### config.mk
export PLATFORM = sky130hd
export DESIGN_NAME = isp_mix_lane
export DESIGN_NICKNAME = d
export VERILOG_FILES = /design/src/isp_pkg.sv /design/src/isp_mix_lane.sv
export SDC_FILE = /design/constraint.sdc
export NUM_CORES = 2
export LEC_CHECK = 0
export ABC_AREA = 1
export BUFFER_PORTS_ARGS = -buffer_cell sky130_fd_sc_hd__buf_4
export CAP_MARGIN = 30
export CORE_MARGIN = 8
export CORE_UTILIZATION = 60
export DETAILED_ROUTE_END_ITERATION = 12
export PLACE_DENSITY_LB_ADDON = 0.1
export SLEW_MARGIN = 5
export SYNTH_ARGS = -nofsm -noshare
export SYNTH_HDL_FRONTEND = slang
export SYNTH_SLANG_ARGS = --single-unit
### constraint.sdc
create_clock -name i_clk -period 7.9 [get_ports i_clk]
set_input_delay 1.58 -clock i_clk [delete_from_list [all_inputs] [get_ports i_clk]]
set_output_delay 1.58 -clock i_clk [all_outputs]
set_load 0.01 [all_outputs]
### src/isp_pkg.sv
`default_nettype none
package isp_pkg;

    localparam int SAMPLE_BITS   = 16;
    localparam int DEPTH_DEFAULT = 65536;
    localparam int FRAC_BITS     = 16;
    localparam int PHASE_BITS    = 32;
    localparam int LEN_BITS      = 17;
    localparam int PITCH_BITS    = 20;
    localparam int GAIN_BITS     = 16;
    localparam int ADDR_BITS     = 16;
    localparam int CFG_BITS      = 20;

    localparam logic [1:0] KIND_LOAD    = 2'd0;
    localparam logic [1:0] KIND_TICK    = 2'd1;
    localparam logic [1:0] KIND_RESTART = 2'd2;

    localparam logic [1:0] CFG_CLIP_LENGTH = 2'd0;
    localparam logic [1:0] CFG_PITCH_STEP  = 2'd1;
    localparam logic [1:0] CFG_GAIN        = 2'd2;

    localparam logic [LEN_BITS-1:0]   LEN_MIN     = 17'd1;
    localparam logic [LEN_BITS-1:0]   LEN_MAX     = 17'd65536;
    localparam logic [LEN_BITS-1:0]   LEN_RESET   = 17'd65536;
    localparam logic [PITCH_BITS-1:0] PITCH_RESET = 20'd65536;
    localparam logic [GAIN_BITS-1:0]  GAIN_RESET  = 16'd16384;

    typedef struct packed {
        logic [1:0]                    kind;
        logic [ADDR_BITS-1:0]          address;
        logic signed [SAMPLE_BITS-1:0] left_in;
        logic signed [SAMPLE_BITS-1:0] right_in;
    } t_req;

    typedef struct packed {
        logic signed [SAMPLE_BITS-1:0] left_out;
        logic signed [SAMPLE_BITS-1:0] right_out;
        logic                          wrapped;
    } t_rsp;

    typedef struct packed {
        logic diff;
        logic sum;
        logic gain;
    } t_lane_ctl;

endpackage
`default_nettype wire

### src/isp_mix_lane.sv
`default_nettype none
module isp_mix_lane (
    input  wire logic                                     i_clk,
    input  wire isp_pkg::t_lane_ctl                       i_ctl,
    input  wire logic signed [isp_pkg::SAMPLE_BITS-1:0]   i_a,
    input  wire logic signed [isp_pkg::SAMPLE_BITS-1:0]   i_b,
    input  wire logic        [isp_pkg::FRAC_BITS-1:0]     i_frac,
    input  wire logic        [isp_pkg::GAIN_BITS-1:0]     i_gain,
    output logic      signed [isp_pkg::SAMPLE_BITS-1:0]   o_sample
);

    localparam int SB  = isp_pkg::SAMPLE_BITS;
    localparam int FB  = isp_pkg::FRAC_BITS;
    localparam int GB  = isp_pkg::GAIN_BITS;
    localparam int VB  = SB + FB + 1;
    localparam int PB  = VB + GB + 1;
    localparam int DB  = SB + FB + 2;
    localparam int SH  = FB + GB - 2;
    localparam int QB  = PB - SH;
    localparam logic signed [QB-1:0] SAT_HI = QB'((64'sd1 <<< (SB - 1)) - 64'sd1);
    localparam logic signed [QB-1:0] SAT_LO = QB'(-(64'sd1 <<< (SB - 1)));
    localparam logic [PB-1:0]        RND    = PB'(64'd1 << (SH - 1));

    logic signed [SB-1:0]   r_a;
    logic signed [VB-1:0]   r_prod;
    logic signed [VB-1:0]   r_v;
    logic signed [PB-1:0]   r_p;

    logic signed [SB:0]     w_diff;
    logic signed [SB+FB+1:0] w_dprod;
    logic signed [VB+GB:0]  w_gprod;
    logic signed [PB-1:0]   w_rnd;
    logic signed [QB-1:0]   w_q;

    assign w_diff  = {i_b[SB-1], i_b} - {i_a[SB-1], i_a};
    assign w_dprod = DB'(w_diff) * DB'($signed({1'b0, i_frac}));
    assign w_gprod = PB'(r_v) * PB'($signed({1'b0, i_gain}));

    always_ff @(posedge i_clk) begin
        if (i_ctl.diff) begin
            r_a    <= i_a;
            r_prod <= w_dprod[VB-1:0];
        end
        if (i_ctl.sum) begin
            r_v <= {r_a[SB-1], r_a, {FB{1'b0}}} + r_prod;
        end
        if (i_ctl.gain) begin
            r_p <= w_gprod[PB-1:0];
        end
    end

    // round half up, then clamp
    assign w_rnd = r_p + $signed(RND);
    assign w_q   = w_rnd[PB-1:SH];

    always_comb begin
        if (w_q > SAT_HI) begin
            o_sample = SAT_HI[SB-1:0];
        end else if (w_q < SAT_LO) begin
            o_sample = SAT_LO[SB-1:0];
        end else begin
            o_sample = w_q[SB-1:0];
        end
    end

endmodule
`default_nettype wire

==> summary.md <==
| Metric | Value |
|---|---|
| Outcome | finished clean |
| FF-to-FF End | r_p[44]$_DFFE_PP_ |
| Routed wire length per instance | ~18 microns |
| CP peak stage delay | 0.55 ns |
| Number of synthesized flops with an enable pin | around 100 |
| Global-route wire length before repair | around 160 mm |
| Fin crit period | 7.662 ns |
| Post-synthesis cell type count | between 40 and 50 |
| Syn Area/Cell | between 7 and 8 sq um |
| Setup crit start kind | input port |
| Die X | ~260 microns |
| Met3 WL | 5.014 mm |
| Endpoints failing setup | 0 |
| R2R setup slack | 1.42 ns |
| Number of hold buffers added after CTS | 0 |
| Worst Hold Class | flop to flop |
| Final hold violations | 0 |
| CORE AREA | a little under 0.06 sq mm |
| Crit Path Class | input port to flop |
| Initial Util | just over 60% |
| Skew-Pair Late Insertion Delay | 0.40 ns |
| Max FO, Critical Path | 7 |
| Synth top area cells | fa_1 (43%), inv_1 (14%), nand2_1 (12%) |
| Drc violations | 0 |
| Num Clock Sinks | ~100 |
| Overflow after GRT | 0 |
| Count leader, synth | inv_1 |
| Max Cap Viol | 0 |
| Vias post-DR | 28,900 |
| Slew @ Worst Pin | 0.8864 ns |
| Syn Inst Count | roughly 4,600 |
| TNS Setup | 0 ns |
| Die ar. | just under 0.07 sq mm |
| Top cell by count, worst path | fa_1 |
| Initial DRC count | approximately 1,500 |
| Gpl congestion | 1.009 |
| NumNets Final | 5,829 |
| Top Metal Used | met4 |
| Die height | 259.9 microns |
| Crit path required time | 8.06 ns |
| CTS tree | done |
| Layout area overhead | 10.92% |
| CTS clk-pin slew, worst paths | roughly 0.090 ns |
| Worst Skew | ~0.02 ns |
| Share of layout cells above drive strength 1 | 10.82% |
| Post-Place Cells | roughly 5,500 |
| Critical Path AT | roughly 8 ns |
| Critical R2R Launch | r_v[32]$_DFFE_PP_ |
| CTS root buf | clkbuf_16 |
| IO Pins | 84 |
| Initial antenna violation count | 1 |
| Largest net degree at the start of global routing | 50 |
| Post-DP HPWL | 83.83 mm |
| CP max-delay cell | fa_1 |
| Synth top area share | between 40% and 50% |
| TritonCTS Buffers | 9 |
| Port buffer count | 83 |
| Most used DFF post-synth | edfxtp_1 |
| CTS Buffer Depth | 2 |
| CP Capture Type | flop |
| Cell Count, Final, Fillers Out | 5,535 |
| Synth Cell Area | about 0.036 sq mm |
| Fillers | between 5,000 and 6,000 |
| Hold path depth | 0 |
| Vias in the first global route | 31,390 |
| # rows | just under 90 |
| Yosys warns | 0 |
| CP Launch Point | i_a[0] |
| Pre-CTS WS | -0.4528 ns |
| H-tree Lvls | 3 |
| Setup WS post-layout | between 0.2 and 0.25 ns |
| Met1 WL | between 30 and 40 mm |
| Final worst-path cycle share | roughly 97% |
| Synth area leader | fa_1 |
| Number of synthesized register bits | just over 100 |
| Reg2Reg Depth | 20 |
| Register area share after synthesis | under 10% |
| TritonRoute pass-1 iters | 5 |
| Max transition margin | approximately 41% |
| Worst Setup EP | r_prod[29]$_DFFE_PP_ |
| Synth cell count leaders | inv_1 (1,327), nand2_1 (1,112), fa_1 (768), nor2_1 (296), ha_1 (237) |
| Asr flop ratio synth | 0% |
| Fmax | around 130 MHz |
| Synthesized net count | approximately 5,600 |
| Post-DRT Antenna Nets | 0 |
| Metal2 WL | 51.07 mm |
| RSZ-0062 raised after global routing | true |
| GR Util All Layers | between 30% and 40% |
| Fin. max-slew vios | 0 |
| Final WL | slightly below 100 mm |
| Via/cell ratio | between 5 and 6 |
## layout make-up
cell class	count	area (sq um)	share of cell area [%]
repair buffers	340	2618	6.614
clock inverters	7	91.34	0.2308
multi-input cells	2962	27540	69.60
flip-flops and latches	103	3093	7.815
diodes	1	2.502	0.006323
inverters	1340	5036	12.72
clock buffers	9	225.2	0.5691
well taps	773	967.2	2.444
## flip-flops by register name, indices dropped and copies added, names as in the netlist
register / cells
r_a: 16
r_prod: 33
r_p: 21
r_v: 33
## cell families after synthesis
kind of cell	count (synthesis)	share of synthesized area (%)
compound gates	234	3.587
simple gates	1633	18.32
xor+xnor	90	2.209
flops	103	8.669
fa+ha+maj	1005	51.40
buf+inv	1496	15.82
## worst max-delay path: cells and delay by family
kind	cells	cell delay (ns)
adders and majority gates	9	3.88
buffers and inverters	7	0.67
and+or+nand+nor	15	1.69
## repair_timing
action | 4_1_cts | 5_1_grt
resized for setup | 5 | 169
pin swaps | 0 | 40
endpoints found under the setup margin | 6 | 22
buffers inserted | 0 | 7
## how the worst min path moves through the flow
| stage | to | slack, ns | start |
|---|---|---|---|
| after detailed placement | r_v[4]$_DFFE_PP_ | 0.41 | r_prod[4]$_DFFE_PP_ |
| after global routing | r_v[14]$_DFFE_PP_ | 0.43 | r_prod[14]$_DFFE_PP_ |
| after global placement | r_v[7]$_DFFE_PP_ | 0.40 | r_prod[7]$_DFFE_PP_ |
| after CTS | r_v[4]$_DFFE_PP_ | 0.42 | r_prod[4]$_DFFE_PP_ |
| final | r_v[4]$_DFFE_PP_ | 0.42 | r_prod[4]$_DFFE_PP_ |
| after floorplan | r_v[0]$_DFFE_PP_ | 0.40 | r_prod[0]$_DFFE_PP_ |
## layout by cell type (no fill, tap or decap), drive strengths merged
| master | Yosys | layout |
|---|---|---|
| clkbuf | 149 | 9 |
| edfxtp | 103 | 103 |
| a22o | 3 | 3 |
| clkinv | 10 | 12 |
| and3 | 2 | 2 |
| xor2 | 68 | 68 |
| nor4 | 3 | 3 |
| nand2b | 1 | 1 |
| or2 | 7 | 7 |
| xnor2 | 22 | 22 |
| ha | 237 | 237 |
| inv | 1330 | 1334 |
| nor3 | 21 | 21 |
| diode | 0 | 1 |
| clkinvlp | 0 | 1 |
| o21ai | 75 | 75 |
| a31oi | 3 | 3 |
| a211oi | 1 | 1 |
| a21o | 14 | 14 |
| o31ai | 3 | 3 |
| nand4 | 41 | 41 |
| a21boi | 5 | 5 |
| buf | 7 | 340 |
| and2 | 1 | 1 |
| o21a | 4 | 4 |
| nand3b | 4 | 4 |
| o21bai | 9 | 9 |
| a21oi | 117 | 117 |
| fa | 768 | 768 |
| nor3b | 2 | 2 |
| nor2 | 301 | 301 |
| nand3 | 131 | 131 |
| nand2 | 1119 | 1119 |
## per-layer routing
layer	track usage, %	vias up
met1	35.19	14320
met3	3.741	229
li1	-	13480
met4	13.24	0
met2	54.65	874
met5	0	-
## stage by stage
stage	util, %	area, sq um	hold WS [ns]
floorplan	-	35680	0.4003
global placement	65.50	38580	0.4019
detailed placement	65.50	38580	0.4054
CTS	66.06	38910	0.4198
global route	67.18	39570	0.4333
finish	67.18	39580	0.4168
Power is left out: the tool's default activity adds up to more than one toggle a clock period on the data nets, which glitch-free logic cannot reach.
