==> src/isp_pkg.sv <==
`default_nettype none
package isp_pkg;

    localparam int SAMPLE_BITS   = 16;
    localparam int DEPTH_DEFAULT = 65536;
    localparam int FRAC_BITS     = 16;
    localparam int PHASE_BITS    = 32;
    localparam int LEN_BITS      = 17;
    localparam int PITCH_BITS    = 20;
    localparam int GAIN_BITS     = 16;
    localparam int ADDR_BITS     = 16;
    localparam int CFG_BITS      = 20;

    localparam logic [1:0] KIND_LOAD    = 2'd0;
    localparam logic [1:0] KIND_TICK    = 2'd1;
    localparam logic [1:0] KIND_RESTART = 2'd2;

    localparam logic [1:0] CFG_CLIP_LENGTH = 2'd0;
    localparam logic [1:0] CFG_PITCH_STEP  = 2'd1;
    localparam logic [1:0] CFG_GAIN        = 2'd2;

    localparam logic [LEN_BITS-1:0]   LEN_MIN     = 17'd1;
    localparam logic [LEN_BITS-1:0]   LEN_MAX     = 17'd65536;
    localparam logic [LEN_BITS-1:0]   LEN_RESET   = 17'd65536;
    localparam logic [PITCH_BITS-1:0] PITCH_RESET = 20'd65536;
    localparam logic [GAIN_BITS-1:0]  GAIN_RESET  = 16'd16384;

    typedef struct packed {
        logic [1:0]                    kind;
        logic [ADDR_BITS-1:0]          address;
        logic signed [SAMPLE_BITS-1:0] left_in;
        logic signed [SAMPLE_BITS-1:0] right_in;
    } t_req;

    typedef struct packed {
        logic signed [SAMPLE_BITS-1:0] left_out;
        logic signed [SAMPLE_BITS-1:0] right_out;
        logic                          wrapped;
    } t_rsp;

    typedef struct packed {
        logic diff;
        logic sum;
        logic gain;
    } t_lane_ctl;

endpackage
`default_nettype wire

==> src/isp_rem_unit.sv <==
`default_nettype none
module isp_rem_unit (
    input  wire logic                           i_clk,
    input  wire logic                           i_rst_n,
    input  wire logic                           i_start,
    input  wire logic [isp_pkg::LEN_BITS-1:0]   i_dividend,
    input  wire logic [isp_pkg::LEN_BITS-1:0]   i_divisor,
    output logic                                o_busy,
    output logic [isp_pkg::ADDR_BITS-1:0]       o_rem
);

    localparam int NB = isp_pkg::LEN_BITS;
    localparam int CB = $clog2(NB + 1);

    logic [NB-1:0] r_dvd;
    logic [NB-1:0] r_dvs;
    logic [NB-1:0] r_rem;
    logic [CB-1:0] r_cnt;
    logic [NB:0]   w_trial;

    assign w_trial = {r_rem, r_dvd[NB-1]};

    always_ff @(posedge i_clk) begin
        if (!i_rst_n) begin
            r_cnt <= '0;
        end else if (i_start) begin
            r_cnt <= CB'(NB);
        end else if (r_cnt != '0) begin
            r_cnt <= r_cnt - CB'(1);
        end
    end

    // restoring remainder, one dividend bit per cycle
    always_ff @(posedge i_clk) begin
        if (i_start) begin
            r_dvd <= i_dividend;
            r_dvs <= i_divisor;
            r_rem <= '0;
        end else if (r_cnt != '0) begin
            r_dvd <= {r_dvd[NB-2:0], 1'b0};
            if (w_trial >= {1'b0, r_dvs}) begin
                r_rem <= NB'(w_trial - {1'b0, r_dvs});
            end else begin
                r_rem <= w_trial[NB-1:0];
            end
        end
    end

    assign o_busy = (r_cnt != '0);
    assign o_rem  = r_rem[isp_pkg::ADDR_BITS-1:0];

endmodule
`default_nettype wire

==> config.mk <==
export PLATFORM = sky130hd
export DESIGN_NAME = isp_rem_unit
export DESIGN_NICKNAME = d
export VERILOG_FILES = /design/src/isp_pkg.sv /design/src/isp_rem_unit.sv
export SDC_FILE = /design/constraint.sdc
export NUM_CORES = 1
export LEC_CHECK = 0
export BUFFER_PORTS_ARGS = -buffer_cell sky130_fd_sc_hd__buf_2
export CORE_MARGIN = 2
export CORE_UTILIZATION = 61
export CTS_BUF_LIST = sky130_fd_sc_hd__clkbuf_4 sky130_fd_sc_hd__clkbuf_8 sky130_fd_sc_hd__clkbuf_16
export DETAILED_ROUTE_END_ITERATION = 12
export PLACE_DENSITY_LB_ADDON = 0.2
export RECOVER_POWER = 100
export SLEW_MARGIN = 20
export SYNTH_ARGS = -nofsm -noshare
export SYNTH_HDL_FRONTEND = slang
export SYNTH_SLANG_ARGS = --single-unit
==> constraint.sdc <==
create_clock -name i_clk -period 5.2 [get_ports i_clk]
set_clock_uncertainty 0.2 [all_clocks]
set_input_delay 0.26 -clock i_clk [delete_from_list [all_inputs] [get_ports i_clk]]
set_output_delay 0.26 -clock i_clk [all_outputs]
set_load 0.02 [all_outputs]
==> results by stage <==
Outcome:
- The run finished, with violations left.
- The checks that failed: capacitance limit, slew limit.

Finish:
- The number of nets in the finished design is approximately 420.
- The antenna diode count is 0.
- The post-route netlist has between 15 and 20% of its cells at a drive strength greater than 1.
- The area growth from synthesis to layout is 12.2%.
- With fillers left out, the area of the finished cells amounts to 0.00368 mm2.

Worst setup path:
- The critical path contains buffers and inverters numbering 2 combined.
- The cell at the slowest stage of the critical path is sky130_fd_sc_hd__o21a_1.
- The sort of element at the start of the critical path is a flip-flop.
- The critical path's largest stage delay is approximately 0.81 ns.
- In this run the worst path has a maximum fanout of 20.
- The critical path's top delay family is compound AO/OA/AOI/OAI gates.
- The internal reg-to-reg setup slack is 1.21 ns.
- The data arrival time of the worst path is just under 4 ns.
- The data required time of the worst path is roughly 5.1 ns.
- The signal on the critical path passes through inv_1, ha_1, inv_1, fa_1, a21o_1, a221oi_1, o21ai_4, a211oi_1, o21a_1, mux2i_1, a211oi_1.
- The critical path is of the flip-flop to flip-flop type.
- The kind of end point of the critical path is a flip-flop.

Drt:
- The post-detailed-route wirelength per cell is roughly 14 um.
- The count of routing violations after the opening detailed-route iteration is 111.
- The routed via count divided by cell count is between 5 and 6.
- The number of antenna-violating nets in the routed design is 0.
- The routed design has roughly 6.2 mm of wire.
- The routed layout has 2,422 vias.
- The number of iterations in the first detailed-routing pass is 4.
- The number of remaining DRC errors is 0.

Floorplan:
- The floorplan step set the die height to between 70 and 80 um.
- In this run the horizontal extent of the chip is just under 80 um.
- The die footprint is 0.00598 mm2.
- The starting density of the core is roughly 64%.
- The total area inside the core boundary comes to ~0.0051 mm2.
- The placement row count is 26.
- The boundary pin count is 54.

CTS:
- The root buffer cell chosen for the clock tree is sky130_fd_sc_hd__clkbuf_8.
- The number of buffers created by CTS is 5.
- Once the clock tree was built, the resizer swapped 0 gates to a different size.
- The count of buffers added by post-CTS timing repair for setup is 0.
- The longest clock path from root to sink contains 2 buffers.
- The TritonCTS clock tree is built.
- The clock transition at the registers of the reported paths is between 0.1 and 0.15 ns.
- The total number of clock tree sinks is between 50 and 60.
- The clock insertion delay at the later pin of the skew report is about 0.31 ns.
- The clock tree synthesis step divided the H-tree into 2 levels.

Placement:
- Timing analysis after detailed placement gives a worst setup slack of between 2 and 2.5 ns.
- The detailed placer's ending HPWL is approximately 4.5 mm.
- The final weighted congestion of routability-driven global placement is 0.860.
- The count of buffers from port buffering is 53.
- The total placed instance area is between 0.003 and 0.004 mm2.

STA:
- In the finished design, the share of the clock period the worst path needs comes to 76.7%.
- The max-slew violation total from the final report is between 50 and 60.
- The final hold violation count is 0.
- The worst-case setup margin in the final layout is around 1.2 ns.
- The tightest slew margin relative to the limit is -62.0%.
- Setup violations remaining at the end of the flow were counted as 0.
- Setup repair after global routing left no endpoint under its margin.
- The tightest hold margin is between 0.03 and 0.04 ns.
- For the final routed database, the setup TNS stands at 0 ns.
- At the pin with the least slew margin, the transition time is 2.43 ns.
- Counting I/O delays and the setup requirement, the final critical path takes between 3 and 4 ns.
- Derived from the worst setup path, the maximum achievable clock frequency is 0.251 GHz.

Global route:
- The overall routing resource usage is about 22%.
- The global-route wire length before repair is approximately 11 mm.
- Summed over all layers, the global routing overflow is 0.
- The number of antenna violations at the first check in global routing was 0.
- Entering global routing, the biggest net connects 52 pins.
- The via count of the first global-routing pass is about 2,500.

Yosys:
- The most used flip-flop cell after synthesis is sky130_fd_sc_hd__edfxtp_1.
- By area the synthesized netlist is led by sky130_fd_sc_hd__edfxtp_1, sky130_fd_sc_hd__dfxtp_1, sky130_fd_sc_hd__ha_1.
- The post-synthesis cell area is around 0.0033 mm2.
- Summed over all instances, the cell type with the most area after synthesis is sky130_fd_sc_hd__edfxtp_1.
- After synthesis, the mean cell area works out to 10.5 um2.
- The post-synthesis sequential area ratio is 44.5%.
- The number of nets in the synthesized netlist is 369.
- Synthesis instantiated between 40 and 50 different standard cells from the library.
- For this run, the number of Yosys warnings is 0.
- In the synthesized netlist the async set-or-reset flop fraction comes to 0%.
- In this run, synthesis inferred 34 flip-flops with an integrated enable.
- Synthesis inferred 56 register bits.
- The synthesized netlist cell count is roughly 310.
- The share of synthesized area in the top cell type comes to a little under a third.

Pwr:
- In this run the power density over the cells is roughly 350 mW/mm2.
- VDD sags by at most 192 uV.
- The leakage power total is between 1.5 and 2 nW.

Run:
- Across the run, the number of max-cap violations was 1.

Worst hold path:
- The kind of path behind the tightest hold check is input pin to flip-flop.
## where the power goes
group	switching [mW]	internal [mW]	leakage, nW
clock network	0.154	0.102	0.0511
registers	0.0388	0.542	0.524
logic	0.264	0.192	1.04
## final timing paths
check | startpoint | to | cells past startpoint
worst min-delay path | i_dividend[0] | r_dvd[0] | 2
worst min register to register | r_rem[16] | r_rem[16] | 2
worst max-delay path | r_dvd[16] | r_rem[9] | 11
worst max register to register | r_dvd[16] | r_rem[9] | 11
## flip-flops by register name (all words and copies together), names as in the netlist
signal / count
r_cnt: 5
r_dvs: 17
r_dvd: 17
r_rem: 17
## stage by stage
stage	std cells	utilization, %	total power, mW
after floorplan	312	-	0.967
final	435	71.6	1.29
after detailed placement	409	67.3	1.05
after global placement	409	67.3	1.03
after global routing	435	71.6	1.38
after CTS	435	72.7	1.31
## timing repair
action	4_1_cts	5_1_grt
hold endpoints to repair	19	0
endpoints found under the setup margin	0	0
hold buffers	18	0
## cells in the mapped netlist, types with 2 or more instances
library cell,count
sky130_fd_sc_hd__a2111oi_0,2
sky130_fd_sc_hd__a211o_1,2
sky130_fd_sc_hd__a211oi_1,13
sky130_fd_sc_hd__a21o_1,5
sky130_fd_sc_hd__a21oi_1,16
sky130_fd_sc_hd__a31oi_1,2
sky130_fd_sc_hd__a32oi_1,3
sky130_fd_sc_hd__and2_1,3
sky130_fd_sc_hd__and3_1,3
sky130_fd_sc_hd__buf_2,2
sky130_fd_sc_hd__buf_4,16
sky130_fd_sc_hd__clkbuf_1,8
sky130_fd_sc_hd__dfxtp_1,22
sky130_fd_sc_hd__edfxtp_1,34
sky130_fd_sc_hd__ha_1,19
sky130_fd_sc_hd__inv_1,22
sky130_fd_sc_hd__mux2_2,16
sky130_fd_sc_hd__mux2i_1,13
sky130_fd_sc_hd__nand2_1,15
sky130_fd_sc_hd__nand2b_1,6
sky130_fd_sc_hd__nand3_1,5
sky130_fd_sc_hd__nand3b_1,2
sky130_fd_sc_hd__nand4_1,2
sky130_fd_sc_hd__nor2_1,25
sky130_fd_sc_hd__nor2b_1,5
sky130_fd_sc_hd__nor3_1,4
sky130_fd_sc_hd__o211ai_1,2
sky130_fd_sc_hd__o21a_1,2
sky130_fd_sc_hd__o21ai_0,11
sky130_fd_sc_hd__or3_1,2
sky130_fd_sc_hd__xnor2_1,8
sky130_fd_sc_hd__xor2_1,7
## worst register-to-register path, stage by stage (launching register included)
cell and delay, ns:
sky130_fd_sc_hd__edfxtp_1 0.41, sky130_fd_sc_hd__inv_1 0.07, sky130_fd_sc_hd__ha_1 0.15, sky130_fd_sc_hd__inv_1 0.05, sky130_fd_sc_hd__fa_1 0.39, sky130_fd_sc_hd__a21o_1 0.22
sky130_fd_sc_hd__a221oi_1 0.55, sky130_fd_sc_hd__o21ai_4 0.14, sky130_fd_sc_hd__a211oi_1 0.38, sky130_fd_sc_hd__o21a_1 0.81, sky130_fd_sc_hd__mux2i_1 0.30, sky130_fd_sc_hd__a211oi_1 0.10
## metal layers
| layer | routed length (um) | vias up | track usage, % | part of all wire, % |
|---|---|---|---|---|
| met1 | 2730 | 1129 | 27.5 | 44 |
| met4 | 51 | 0 | 4.11 | 0.83 |
| li1 | - | 1212 | - | - |
| met2 | 3070 | 74 | 41.0 | 50 |
| met3 | 303 | 7 | 3.37 | 4.9 |
| met5 | 0 | - | 0 | 0 |
## cell families (layout without fill, tap and decap cells)
logic type | count (synthesis) | count (layout) | synth area share, %
AND/OR/NAND/NOR | 75 | 75 | 11.0
flip-flops | 56 | 56 | 44.5
XOR/XNOR | 15 | 15 | 4.00
adder cells (fa/ha/maj) | 20 | 20 | 7.85
AO/OA/AOI/OAI | 67 | 67 | 14.8
multiplexers | 29 | 29 | 9.45
buffers and inverters | 50 | 103 | 8.35
## final cells by class
| type | count | area (um2) |
|---|---|---|
| Sequential cell | 56 | 1460 |
| Clock inverter | 3 | 28.8 |
| Timing Repair Buffer | 73 | 432 |
| Tap cell | 70 | 87.6 |
| Fill cell | 408 | 1460 |
| Multi-Input combinational cell | 206 | 1520 |
| Clock buffer | 5 | 68.8 |
| Inverter | 22 | 82.6 |
## cell usage in the layout (no fill, tap or decap), types with 3 or more instances in the layout
master                          instances
sky130_fd_sc_hd__a211oi_1              14
sky130_fd_sc_hd__a21o_1                 5
sky130_fd_sc_hd__a21oi_1               16
sky130_fd_sc_hd__a32oi_1                3
sky130_fd_sc_hd__and2_1                 3
sky130_fd_sc_hd__and3_1                 3
sky130_fd_sc_hd__buf_2                 36
sky130_fd_sc_hd__clkbuf_1              19
sky130_fd_sc_hd__clkbuf_8               5
sky130_fd_sc_hd__dfxtp_1               22
sky130_fd_sc_hd__dlygate4sd3_1         18
sky130_fd_sc_hd__edfxtp_1              34
sky130_fd_sc_hd__ha_1                  19
sky130_fd_sc_hd__inv_1                 22
sky130_fd_sc_hd__mux2_2                16
sky130_fd_sc_hd__mux2i_1               13
sky130_fd_sc_hd__nand2_1               15
sky130_fd_sc_hd__nand2b_1               6
sky130_fd_sc_hd__nand3_1                5
sky130_fd_sc_hd__nor2_1                25
sky130_fd_sc_hd__nor2b_1                5
sky130_fd_sc_hd__nor3_1                 4
sky130_fd_sc_hd__o21a_1                 3
sky130_fd_sc_hd__o21ai_0               11
sky130_fd_sc_hd__xnor2_1                8
sky130_fd_sc_hd__xor2_1                 7
Note: power is estimated with default switching activity, not from simulation.
